===== config.mk =====
export PLATFORM = sky130hd
export DESIGN_NAME = karaoke_highlight_interpolator_flat
export DESIGN_NICKNAME = d
export VERILOG_FILES = /design/src/rtl/khi_pkg.sv /design/src/rtl/khi_if.sv /design/src/rtl/khi_ram.sv /design/src/rtl/khi_front.sv /design/src/rtl/khi_back.sv /design/src/rtl/karaoke_highlight_interpolator.sv /design/src/flat_wrapper.sv
export SDC_FILE = /design/constraint.sdc
export NUM_CORES = 2
export LEC_CHECK = 0
export ABC_AREA = 1
export BUFFER_PORTS_ARGS = -buffer_cell sky130_fd_sc_hd__buf_4
export CORE_MARGIN = 3
export CORE_UTILIZATION = 62
export CTS_BUF_LIST = sky130_fd_sc_hd__clkbuf_2 sky130_fd_sc_hd__clkbuf_4 sky130_fd_sc_hd__clkbuf_8
export DETAILED_ROUTE_END_ITERATION = 8
export MAX_ROUTING_LAYER = met4
export PLACE_DENSITY = 0.78
export REMOVE_ABC_BUFFERS = 1
export SETUP_SLACK_MARGIN = 0.1
export SYNTH_ARGS = -nofsm -noshare
export SYNTH_HDL_FRONTEND = slang
export SYNTH_SLANG_ARGS = --single-unit

===== constraint.sdc =====
create_clock -name clk_i -period 13.55 [get_ports clk_i]
set_input_delay 3.3875 -clock clk_i [delete_from_list [all_inputs] [get_ports clk_i]]
set_output_delay 3.3875 -clock clk_i [all_outputs]
set_load 0.005 [all_outputs]

===== src/rtl/khi_pkg.sv =====
// karaoke highlight interpolator: shared constants, types and helpers
// no dependencies; used by every other file of the block except khi_ram
`timescale 1ns / 1ps
`default_nettype none

package khi_pkg;

  localparam int MaxBp       = 64;
  localparam int TimeBits    = 24;
  localparam int IndexBits   = 10;
  localparam int AddrBits    = $clog2(MaxBp);
  localparam int CountBits   = AddrBits + 1;
  localparam int EntryBits   = TimeBits + IndexBits;
  localparam int BitCntBits  = $clog2(IndexBits);
  localparam int QDepth      = 2;
  localparam int QPtrBits    = $clog2(QDepth);
  localparam int QCntBits    = $clog2(QDepth + 1);
  localparam int ApbAddrBits = 3;
  localparam int ApbDataBits = 32;

  // input action codes
  localparam logic [1:0] ActAppend = 2'd0;
  localparam logic [1:0] ActClear  = 2'd1;
  localparam logic [1:0] ActQuery  = 2'd2;

  // register index, taken from paddr[2]
  localparam logic RegTiming  = 1'b0;
  localparam logic RegTextLen = 1'b1;

  typedef enum logic [1:0] {
    OP_APPEND,
    OP_CLEAR,
    OP_QUERY
  } khi_op_e;

  typedef struct packed {
    khi_op_e                op;
    logic [TimeBits-1:0]    key;
    logic [IndexBits-1:0]   chr;
  } khi_cmd_t;

  typedef struct packed {
    logic                   busy;
    logic [CountBits-1:0]   bp_count;
  } khi_stat_t;

  // flip the sign bit so signed times order as unsigned keys
  function automatic logic [TimeBits-1:0] order_key(input logic [TimeBits-1:0] t);
    return t ^ {1'b1, {(TimeBits-1){1'b0}}};
  endfunction

endpackage

`default_nettype wire


===== src/rtl/khi_if.sv =====
// karaoke highlight interpolator: item and result channel interfaces
// depends on khi_pkg for field widths
`timescale 1ns / 1ps
`default_nettype none

interface khi_in_if;
  logic                                valid;
  logic                                ready;
  logic [1:0]                          action;
  logic signed [khi_pkg::TimeBits-1:0] offset_ms;
  logic [khi_pkg::IndexBits-1:0]       char_index;

  modport source (output valid, action, offset_ms, char_index, input ready);
  modport sink   (input valid, action, offset_ms, char_index, output ready);
endinterface

interface khi_out_if;
  logic                          valid;
  logic                          ready;
  logic [khi_pkg::IndexBits-1:0] lit_count;

  modport source (output valid, lit_count, input ready);
  modport sink   (input valid, lit_count, output ready);
endinterface

`default_nettype wire


===== src/rtl/khi_ram.sv =====
// karaoke highlight interpolator: generic one-write one-read ram
// registered read data; no dependencies
`timescale 1ns / 1ps
`default_nettype none

module khi_ram #(
  parameter int Width = 8,
  parameter int Depth = 16
) (
  input  wire logic                     clk_i,
  input  wire logic                     we_i,
  input  wire logic [$clog2(Depth)-1:0] waddr_i,
  input  wire logic [Width-1:0]         wdata_i,
  input  wire logic [$clog2(Depth)-1:0] raddr_i,
  output logic      [Width-1:0]         rdata_o
);

  logic [Width-1:0] mem_q [Depth];

  always_ff @(posedge clk_i) begin
    if (we_i) begin
      mem_q[waddr_i] <= wdata_i;
    end
    rdata_o <= mem_q[raddr_i];
  end

endmodule

`default_nettype wire


===== src/rtl/khi_front.sv =====
// karaoke highlight interpolator: front end, decodes actions into commands
// and buffers them in a two-entry queue; depends on khi_pkg and khi_if
`timescale 1ns / 1ps
`default_nettype none

module khi_front (
  input  wire logic          clk_i,
  input  wire logic          rst_ni,
  khi_in_if.sink             item_i,
  output khi_pkg::khi_cmd_t  cmd_o,
  output logic               cmd_valid_o,
  input  wire logic          cmd_ready_i
);

  khi_pkg::khi_cmd_t                   q_mem_q [khi_pkg::QDepth];
  logic [khi_pkg::QPtrBits-1:0]        wr_ptr_q, wr_ptr_d;
  logic [khi_pkg::QPtrBits-1:0]        rd_ptr_q, rd_ptr_d;
  logic [khi_pkg::QCntBits-1:0]        cnt_q, cnt_d;
  khi_pkg::khi_cmd_t                   dec_cmd;
  logic                                dec_keep;
  logic                                accept;
  logic                                push;
  logic                                pop;

  assign item_i.ready = (cnt_q != khi_pkg::QCntBits'(khi_pkg::QDepth));
  assign accept       = item_i.valid && item_i.ready;

  always_comb begin
    dec_cmd.key = khi_pkg::order_key(item_i.offset_ms);
    dec_cmd.chr = item_i.char_index;
    dec_cmd.op  = khi_pkg::OP_APPEND;
    dec_keep    = 1'b1;
    unique case (item_i.action)
      khi_pkg::ActAppend: dec_cmd.op = khi_pkg::OP_APPEND;
      khi_pkg::ActClear:  dec_cmd.op = khi_pkg::OP_CLEAR;
      khi_pkg::ActQuery:  dec_cmd.op = khi_pkg::OP_QUERY;
      // unused code: word taken and dropped
      default:            dec_keep   = 1'b0;
    endcase
  end

  assign push        = accept && dec_keep;
  assign cmd_valid_o = (cnt_q != '0);
  assign cmd_o       = q_mem_q[rd_ptr_q];
  assign pop         = cmd_valid_o && cmd_ready_i;

  always_comb begin
    wr_ptr_d = push ? wr_ptr_q + 1'b1 : wr_ptr_q;
    rd_ptr_d = pop  ? rd_ptr_q + 1'b1 : rd_ptr_q;
    cnt_d    = cnt_q;
    if (push && !pop) begin
      cnt_d = cnt_q + 1'b1;
    end else if (pop && !push) begin
      cnt_d = cnt_q - 1'b1;
    end
  end

  always_ff @(posedge clk_i or negedge rst_ni) begin
    if (!rst_ni) begin
      wr_ptr_q <= '0;
      rd_ptr_q <= '0;
      cnt_q    <= '0;
    end else begin
      wr_ptr_q <= wr_ptr_d;
      rd_ptr_q <= rd_ptr_d;
      cnt_q    <= cnt_d;
    end
  end

  always_ff @(posedge clk_i) begin
    if (push) begin
      q_mem_q[wr_ptr_q] <= dec_cmd;
    end
  end

endmodule

`default_nettype wire


===== src/rtl/khi_back.sv =====
// karaoke highlight interpolator: back end, breakpoint store, pair scan,
// serial ceiling division and result register; depends on khi_pkg, khi_if, khi_ram
`timescale 1ns / 1ps
`default_nettype none

module khi_back (
  input  wire logic                          clk_i,
  input  wire logic                          rst_ni,
  input  wire khi_pkg::khi_cmd_t             cmd_i,
  input  wire logic                          cmd_valid_i,
  output logic                               cmd_ready_o,
  input  wire logic                          timing_en_i,
  input  wire logic [khi_pkg::IndexBits-1:0] text_len_i,
  khi_out_if.source                          result_o,
  output khi_pkg::khi_stat_t                 stat_o
);

  localparam logic [2:0] S_IDLE = 3'd0;
  localparam logic [2:0] S_SCAN = 3'd1;
  localparam logic [2:0] S_DIV  = 3'd2;
  localparam logic [2:0] S_SUM  = 3'd3;
  localparam logic [2:0] S_EMIT = 3'd4;

  localparam int TB = khi_pkg::TimeBits;
  localparam int IB = khi_pkg::IndexBits;

  logic [2:0]                         state_q, state_d;
  logic [khi_pkg::CountBits-1:0]      count_q, count_d;
  logic [khi_pkg::AddrBits-1:0]       idx_q, idx_d;
  logic [khi_pkg::BitCntBits-1:0]     bit_q, bit_d;
  logic                               out_valid_q, out_valid_d;

  logic [TB-1:0]                      pos_q, pos_d;
  logic [TB-1:0]                      prev_key_q, prev_key_d;
  logic [IB-1:0]                      prev_chr_q, prev_chr_d;
  logic [IB-1:0]                      c_q, c_d;
  logic [TB-1:0]                      n_q, n_d;
  logic [TB-1:0]                      d_q, d_d;
  logic [IB-1:0]                      si_q, si_d;
  logic [IB-1:0]                      quo_q, quo_d;
  logic [TB-1:0]                      rem_q, rem_d;
  logic [IB-1:0]                      res_q, res_d;
  logic [IB-1:0]                      out_data_q, out_data_d;

  logic                               ram_we;
  logic [khi_pkg::AddrBits-1:0]       ram_raddr;
  logic [khi_pkg::EntryBits-1:0]      ram_rdata;
  logic [TB-1:0]                      cur_key;
  logic [IB-1:0]                      cur_chr;
  logic                               cmd_fire;
  logic                               hit;

  logic [TB+1:0]                      div_t;
  logic [TB+1:0]                      div_d1;
  logic [TB+1:0]                      div_d2;
  logic [TB+1:0]                      div_r;
  logic [1:0]                         div_k;

  khi_ram #(
    .Width (khi_pkg::EntryBits),
    .Depth (khi_pkg::MaxBp)
  ) u_store (
    .clk_i   (clk_i),
    .we_i    (ram_we),
    .waddr_i (count_q[khi_pkg::AddrBits-1:0]),
    .wdata_i ({cmd_i.key, cmd_i.chr}),
    .raddr_i (ram_raddr),
    .rdata_o (ram_rdata)
  );

  assign cur_key     = ram_rdata[khi_pkg::EntryBits-1:IB];
  assign cur_chr     = ram_rdata[IB-1:0];
  assign cmd_ready_o = (state_q == S_IDLE);
  assign cmd_fire    = cmd_valid_i && cmd_ready_o;
  assign hit         = (pos_q >= prev_key_q) && (pos_q < cur_key);

  assign result_o.valid     = out_valid_q;
  assign result_o.lit_count = out_data_q;
  assign stat_o.busy        = (state_q != S_IDLE);
  assign stat_o.bp_count    = count_q;

  // one quotient bit per cycle; remainder stays below 3*d so at most two subtracts
  always_comb begin
    div_t  = {1'b0, rem_q, 1'b0} + (c_q[bit_q] ? {2'b00, n_q} : '0);
    div_d1 = {2'b00, d_q};
    div_d2 = {1'b0, d_q, 1'b0};
    if (div_t >= div_d2) begin
      div_r = div_t - div_d2;
      div_k = 2'd2;
    end else if (div_t >= div_d1) begin
      div_r = div_t - div_d1;
      div_k = 2'd1;
    end else begin
      div_r = div_t;
      div_k = 2'd0;
    end
  end

  always_comb begin
    state_d     = state_q;
    count_d     = count_q;
    idx_d       = idx_q;
    bit_d       = bit_q;
    pos_d       = pos_q;
    prev_key_d  = prev_key_q;
    prev_chr_d  = prev_chr_q;
    c_d         = c_q;
    n_d         = n_q;
    d_d         = d_q;
    si_d        = si_q;
    quo_d       = quo_q;
    rem_d       = rem_q;
    res_d       = res_q;
    out_data_d  = out_data_q;
    out_valid_d = out_valid_q && !result_o.ready;
    ram_we      = 1'b0;
    ram_raddr   = '0;

    unique case (state_q)
      S_IDLE: begin
        if (cmd_fire) begin
          case (cmd_i.op)
            khi_pkg::OP_APPEND: begin
              if (count_q < khi_pkg::CountBits'(khi_pkg::MaxBp)) begin
                ram_we  = 1'b1;
                count_d = count_q + 1'b1;
              end
            end
            khi_pkg::OP_CLEAR: begin
              count_d = '0;
            end
            khi_pkg::OP_QUERY: begin
              pos_d = cmd_i.key;
              idx_d = '0;
              // fewer than two breakpoints means no interval at all
              if (!timing_en_i || count_q < khi_pkg::CountBits'(2)) begin
                res_d   = text_len_i;
                state_d = S_EMIT;
              end else begin
                state_d = S_SCAN;
              end
            end
            default: begin
            end
          endcase
        end
      end

      S_SCAN: begin
        ram_raddr = idx_q + 1'b1;
        if (idx_q == '0) begin
          prev_key_d = cur_key;
          prev_chr_d = cur_chr;
          idx_d      = idx_q + 1'b1;
        end else if (hit) begin
          if (cur_chr <= prev_chr_q) begin
            res_d   = prev_chr_q;
            state_d = S_EMIT;
          end else begin
            c_d     = cur_chr - prev_chr_q;
            n_d     = pos_q - prev_key_q;
            d_d     = cur_key - prev_key_q;
            si_d    = prev_chr_q;
            quo_d   = '0;
            rem_d   = '0;
            bit_d   = khi_pkg::BitCntBits'(IB - 1);
            state_d = S_DIV;
          end
        end else if ({1'b0, idx_q} == count_q - 1'b1) begin
          res_d   = text_len_i;
          state_d = S_EMIT;
        end else begin
          prev_key_d = cur_key;
          prev_chr_d = cur_chr;
          idx_d      = idx_q + 1'b1;
        end
      end

      S_DIV: begin
        quo_d = {quo_q[IB-2:0], 1'b0} + IB'(div_k);
        rem_d = div_r[TB-1:0];
        if (bit_q == '0) begin
          state_d = S_SUM;
        end else begin
          bit_d = bit_q - 1'b1;
        end
      end

      S_SUM: begin
        // ceiling: round up on a nonzero remainder
        res_d   = si_q + quo_q + IB'(rem_q != '0);
        state_d = S_EMIT;
      end

      S_EMIT: begin
        if (!out_valid_q || result_o.ready) begin
          out_valid_d = 1'b1;
          out_data_d  = res_q;
          state_d     = S_IDLE;
        end
      end

      default: begin
        state_d = S_IDLE;
      end
    endcase
  end

  always_ff @(posedge clk_i or negedge rst_ni) begin
    if (!rst_ni) begin
      state_q     <= S_IDLE;
      count_q     <= '0;
      idx_q       <= '0;
      bit_q       <= '0;
      out_valid_q <= 1'b0;
    end else begin
      state_q     <= state_d;
      count_q     <= count_d;
      idx_q       <= idx_d;
      bit_q       <= bit_d;
      out_valid_q <= out_valid_d;
    end
  end

  always_ff @(posedge clk_i) begin
    pos_q      <= pos_d;
    prev_key_q <= prev_key_d;
    prev_chr_q <= prev_chr_d;
    c_q        <= c_d;
    n_q        <= n_d;
    d_q        <= d_d;
    si_q       <= si_d;
    quo_q      <= quo_d;
    rem_q      <= rem_d;
    res_q      <= res_d;
    out_data_q <= out_data_d;
  end

endmodule

`default_nettype wire


===== src/rtl/karaoke_highlight_interpolator.sv =====
// Highlight position for a karaoke lyric line, from a stored table of up to
// 64 breakpoints (time, character index). Appends and clears take effect as
// they leave the two-word command queue. When timing is off or fewer than
// two breakpoints are stored, a query skips the scan and the division;
// otherwise the breakpoint pairs are scanned one per cycle from the single read
// port of the store, followed by a shift-subtract ceiling division and a final
// add. The front queue keeps taking words while a query is in progress or a
// result waits to be taken, as long as its two entries are not full.
// Depends on khi_pkg, khi_if, khi_ram, khi_front and khi_back.
`timescale 1ns / 1ps
`default_nettype none

module karaoke_highlight_interpolator (
  input  wire logic                              clk_i,
  input  wire logic                              rst_ni,
  khi_in_if.sink                                 item_i,
  khi_out_if.source                              result_o,
  input  wire logic                              psel,
  input  wire logic                              penable,
  input  wire logic                              pwrite,
  input  wire logic [khi_pkg::ApbAddrBits-1:0]   paddr,
  input  wire logic [khi_pkg::ApbDataBits-1:0]   pwdata,
  output logic      [khi_pkg::ApbDataBits-1:0]   prdata,
  output logic                                   pready
);

  logic                              timing_en_q, timing_en_d;
  logic [khi_pkg::IndexBits-1:0]     text_len_q, text_len_d;
  logic                              cfg_wr;
  khi_pkg::khi_cmd_t                 cmd;
  logic                              cmd_valid;
  logic                              cmd_ready;
  khi_pkg::khi_stat_t                stat;

  assign pready = 1'b1;
  assign cfg_wr = psel && penable && pwrite;

  always_comb begin
    timing_en_d = timing_en_q;
    text_len_d  = text_len_q;
    if (cfg_wr) begin
      unique case (paddr[2])
        khi_pkg::RegTiming:  timing_en_d = pwdata[0];
        khi_pkg::RegTextLen: text_len_d  = pwdata[khi_pkg::IndexBits-1:0];
        default: begin
        end
      endcase
    end
  end

  always_comb begin
    unique case (paddr[2])
      khi_pkg::RegTiming:  prdata = khi_pkg::ApbDataBits'(timing_en_q);
      khi_pkg::RegTextLen: prdata = khi_pkg::ApbDataBits'(text_len_q);
      default:             prdata = '0;
    endcase
  end

  always_ff @(posedge clk_i or negedge rst_ni) begin
    if (!rst_ni) begin
      timing_en_q <= 1'b0;
      text_len_q  <= '0;
    end else begin
      timing_en_q <= timing_en_d;
      text_len_q  <= text_len_d;
    end
  end

  khi_front u_front (
    .clk_i       (clk_i),
    .rst_ni      (rst_ni),
    .item_i      (item_i),
    .cmd_o       (cmd),
    .cmd_valid_o (cmd_valid),
    .cmd_ready_i (cmd_ready)
  );

  khi_back u_back (
    .clk_i       (clk_i),
    .rst_ni      (rst_ni),
    .cmd_i       (cmd),
    .cmd_valid_i (cmd_valid),
    .cmd_ready_o (cmd_ready),
    .timing_en_i (timing_en_q),
    .text_len_i  (text_len_q),
    .result_o    (result_o),
    .stat_o      (stat)
  );

  // a clear empties the table on the next cycle
  a_clear_empties: assert property (@(posedge clk_i) disable iff (!rst_ni)
    (cmd_valid && cmd_ready && cmd.op == khi_pkg::OP_CLEAR) |=> (stat.bp_count == '0))
    else $error("breakpoint count not zero after clear");

  // an append below capacity grows the table by exactly one
  a_append_grows: assert property (@(posedge clk_i) disable iff (!rst_ni)
    (cmd_valid && cmd_ready && cmd.op == khi_pkg::OP_APPEND &&
     stat.bp_count < khi_pkg::CountBits'(khi_pkg::MaxBp))
    |=> (stat.bp_count == $past(stat.bp_count) + 1'b1))
    else $error("append did not add one breakpoint");

  // a new result only comes out of a query in progress
  a_result_from_query: assert property (@(posedge clk_i) disable iff (!rst_ni)
    $rose(result_o.valid) |-> $past(stat.busy))
    else $error("result raised while back end was idle");

endmodule

`default_nettype wire

===== src/flat_wrapper.sv =====
// flat-port wrapper written by rule: the top's interface ports become plain ports
module karaoke_highlight_interpolator_flat 
  (clk_i, rst_ni, psel, penable, pwrite, paddr, pwdata, prdata, pready, item_i_valid, item_i_action, item_i_offset_ms, item_i_char_index, item_i_ready, result_o_valid, result_o_lit_count, result_o_ready);
  khi_in_if item_i_i ();
  khi_out_if result_o_i ();
  input  wire logic clk_i;
  input  wire logic rst_ni;
  input  wire logic psel;
  input  wire logic penable;
  input  wire logic pwrite;
  input  wire logic [khi_pkg::ApbAddrBits-1:0] paddr;
  input  wire logic [khi_pkg::ApbDataBits-1:0] pwdata;
  output logic      [khi_pkg::ApbDataBits-1:0] prdata;
  output logic pready;
  input wire logic [$bits(item_i_i.valid)-1:0] item_i_valid;
  input wire logic [$bits(item_i_i.action)-1:0] item_i_action;
  input wire logic [$bits(item_i_i.offset_ms)-1:0] item_i_offset_ms;
  input wire logic [$bits(item_i_i.char_index)-1:0] item_i_char_index;
  output wire logic [$bits(item_i_i.ready)-1:0] item_i_ready;
  output wire logic [$bits(result_o_i.valid)-1:0] result_o_valid;
  output wire logic [$bits(result_o_i.lit_count)-1:0] result_o_lit_count;
  input wire logic [$bits(result_o_i.ready)-1:0] result_o_ready;
  assign item_i_i.valid = item_i_valid;
  assign item_i_i.action = item_i_action;
  assign item_i_i.offset_ms = item_i_offset_ms;
  assign item_i_i.char_index = item_i_char_index;
  assign item_i_ready = item_i_i.ready;
  assign result_o_valid = result_o_i.valid;
  assign result_o_lit_count = result_o_i.lit_count;
  assign result_o_i.ready = result_o_ready;
  karaoke_highlight_interpolator u_core (.clk_i(clk_i), .rst_ni(rst_ni), .item_i(item_i_i), .result_o(result_o_i), .psel(psel), .penable(penable), .pwrite(pwrite), .paddr(paddr), .pwdata(pwdata), .prdata(prdata), .pready(pready));
endmodule

==> impl_metrics.tcl <==
set metrics [dict create \
    start_util 0.625 \
    grt_setup_unrepaired "false" \
    rrSetupSlack_ns 6.63 \
    ys_types 62 \
    core_mm2 0.172 \
    maxCapViolCount 1 \
    whs_path_depth 0 \
    ir_worst_vdd_mv 0.230 \
    violations "capacitance limit, slew limit" \
    num_rows 152 \
    setup_viol 0 \
    cts_max_level 5 \
    finalMaxSlewViolations 3 \
    fill_cells 11600 \
    cts-resized-gates 0 \
    post_cts_buffers 0 \
    finalHoldViolCount 0 \
    die_h_um 422 \
    ys_ff_latch 2498 \
    cp_data_arrival_time_ns 3.85 \
    drt_wl_total_mm 289 \
    start_kind "input pin" \
    slowest_delay_ns 0.15 \
    grt_pass1_wl_mm 424 \
    seq_area_frac_synth 0.693 \
    cp_max_fo 12 \
    gr-total-overflow 0 \
    synth_area_leaders "edfxtp_1, o211ai_1, o21ai_0, nor2_1, nand2_1" \
    power_density_mw_per_mm2 189 \
    fin_skew_ns 0.0762 \
    cts_tree "yes" \
    leakage_nw 40.3 \
    hold_slack_ns 0.419 \
    path_clk_slew_ns 0.05 \
    fin_util 0.686 \
    grt_pass1_vias 69700 \
    ys.flop_type "edfxtp_1" \
    die-area_mm2 0.178 \
    grt_start_max_net_pins 220 \
    cts_hold_buf 0 \
    power_mw 22.3 \
    crit_type "input pin to output pin" \
    io_buffers 75 \
    tightest_slew_ns 1.58 \
    cts_buffer_depth 4 \
    grtUsageTotal 0.327 \
    nNetsFinal 8965 \
    area_growth_pct 9.69 \
    rr_endpoint "u_core.u_back.quo_q[9]$_SDFFCE_PN0P_" \
    cts_made_buffers 400 \
    vias 72000 \
    clock-sinks 2498 \
    yosys_warnings 0 \
    grt_antenna_before_repair 13 \
    drtIter0Drc 10400 \
    gp_congestion 0.950 \
    cts_root_buf "clkbuf_8" \
    cp-end-kind "output pin" \
    holdCritPathClass "flip-flop to flip-flop" \
    relSlewSlack -0.0650 \
    synth_edf_count 2428 \
    clkLatencyLatePin_ns 1.09 \
    routed_via_density 6.36 \
    cp_num_buf_inv 3 \
    yosys.cell_count.top_type "edfxtp_1" \
    ys_async_sr_fraction 0.0144 \
    max_freq_mhz 138 \
    layout-drive-gt1-share 0.125 \
    synth_top_area_frac 0.678 \
    status "finished with violations" \
    dp_hpwl_mm 157 \
    post_synth.cell_area_avg_um2 12.5 \
    worstHoldEndpoint "u_core.u_back.result_o.lit_count[3]$_DFFE_PP_" \
    setup_tns_ns 0 \
    dpl-instance-area_mm2 0.110 \
    synth_common_cells "edfxtp_1, o211ai_1, nor2_1" \
    r2r_start "u_core.u_back.bit_q[0]$_DFFE_PN0P_" \
    cp_top_family "buffers and inverters" \
    design.portCount 123 \
    final_area_mm2 0.118 \
    worstHoldStart "u_core.u_back.res_q[3]$_DFFE_PP_" \
    first_pass_iters 9 \
    reg2reg_depth 37 \
    ant_nets 0 \
    timing.final.crit_share 0.534 \
    drc 0 \
    period_needed_ns 7.24 \
    crit_required_ns 10.16 \
    routedWlPerCell_um 25.5 \
    synthCells 8583 \
    slowest_stage "buf_4" \
    dieWidth_um 422 \
    yosysTopAreaCell "edfxtp_1" \
    cp_cell_sequence "buf_4, inv_1, nand2_1, nand2_1, buf_4" \
    syn-cell-area_mm2 0.108 \
]
[final cells by class]
class,instances,area (um2),share of cell area
clock inverter,134,734,0.00623
multi-input combinational,5111,29300,0.249
antenna,12,30.0,0.000255
inverter,477,1850,0.0157
clock buffer,563,6870,0.0583
sequential,2498,74500,0.632
timing repair buffer,224,1760,0.0149
tap,2310,2890,0.0245
[metrics by stage]
stage | worst slack (ns) | instances
floorplan | 3.36 | 8086
global placement | 6.31 | 10600
detailed placement | 6.31 | 10600
CTS | 6.31 | 11300
global route | 6.05 | 11300
finish | 6.31 | 11300
[worst register-to-register path: cells and delay by family (launching register included)]
family / cells / cell delay [ns]
AO/OA/AOI/OAI: 3 / 0.67
XOR/XNOR: 2 / 0.87
adder cells (fa/ha/maj): 5 / 1.64
buffers and inverters: 4 / 0.34
flip-flops: 1 / 0.50
AND/OR/NAND/NOR: 23 / 2.66
[where the power goes]
| part | switching [mW] | internal, mW |
|---|---|---|
| registers | 0.189 | 9.92 |
| clock network | 2.83 | 3.36 |
| logic | 4.45 | 1.58 |
[per-layer routing]
layer / vias up / track usage / share of wire
li1: 31900 / - / -
met1: 34800 / 0.427 / 0.37
met2: 4583 / 0.497 / 0.46
met3: 772 / 0.0678 / 0.12
met4: 0 / 0.155 / 0.048
met5: - / - / 0
[sequential cells by signal (all words and copies together), names as in the netlist, 24 cells and up]
signal / flops
u_core.u_back.u_store.mem_q: 2176
u_core.u_front.q_mem_q: 72
u_core.u_back.u_store.rdata_o: 34
u_core.u_back.d_q: 24
u_core.u_back.n_q: 24
u_core.u_back.pos_q: 24
u_core.u_back.prev_key_q: 24
u_core.u_back.rem_q: 24
[worst max path at each step]
| stage | end | depth (start not counted) | startpoint |
|---|---|---|---|
| final | prdata[0] | 5 | paddr[2] |
| after global routing | u_core.u_back.quo_q[9]$_SDFFCE_PN0P_ | 38 | u_core.u_back.bit_q[0]$_DFFE_PN0P_ |
| after floorplan | u_core.u_back.u_store.rdata_o[18]$_DFF_P_ | 13 | u_core.u_back.state_q[2]$_DFFE_PN0P_ |
| after detailed placement | prdata[0] | 5 | paddr[2] |
| after global placement | prdata[0] | 5 | paddr[2] |
| after CTS | prdata[0] | 5 | paddr[2] |
[layout by cell type, fill, tap and decap left out, drive strengths merged, types with 6 or more instances in the layout]
master,n
o21ai,887
a21o,13
edfxtp,2428
clkinv,122
nor4,12
dfxtp,34
o22ai,55
nand4,43
conb,23
fa,8
a21oi,169
a21boi,6
nor2,890
inv,479
o211ai,966
xor2,76
o221ai,23
bufinv,6
o21bai,36
or2,340
dfrtp,36
nand2,860
a31oi,11
xnor2,42
buf,224
nor3,38
nand3,412
ha,167
diode,12
mux2,9
clkbuf,563
[logic make-up after synthesis]
kind of cell,count (synthesis),synth area share
fa+ha+maj,175,0.0209
mux,9,0.000943
flops,2498,0.693
xor+xnor,118,0.00961
buf+inv,995,0.0409
compound gates,2178,0.127
simple gates,2608,0.107
other cells,2,0.0000698
No activity file was read; power rests on OpenSTA's default activity.
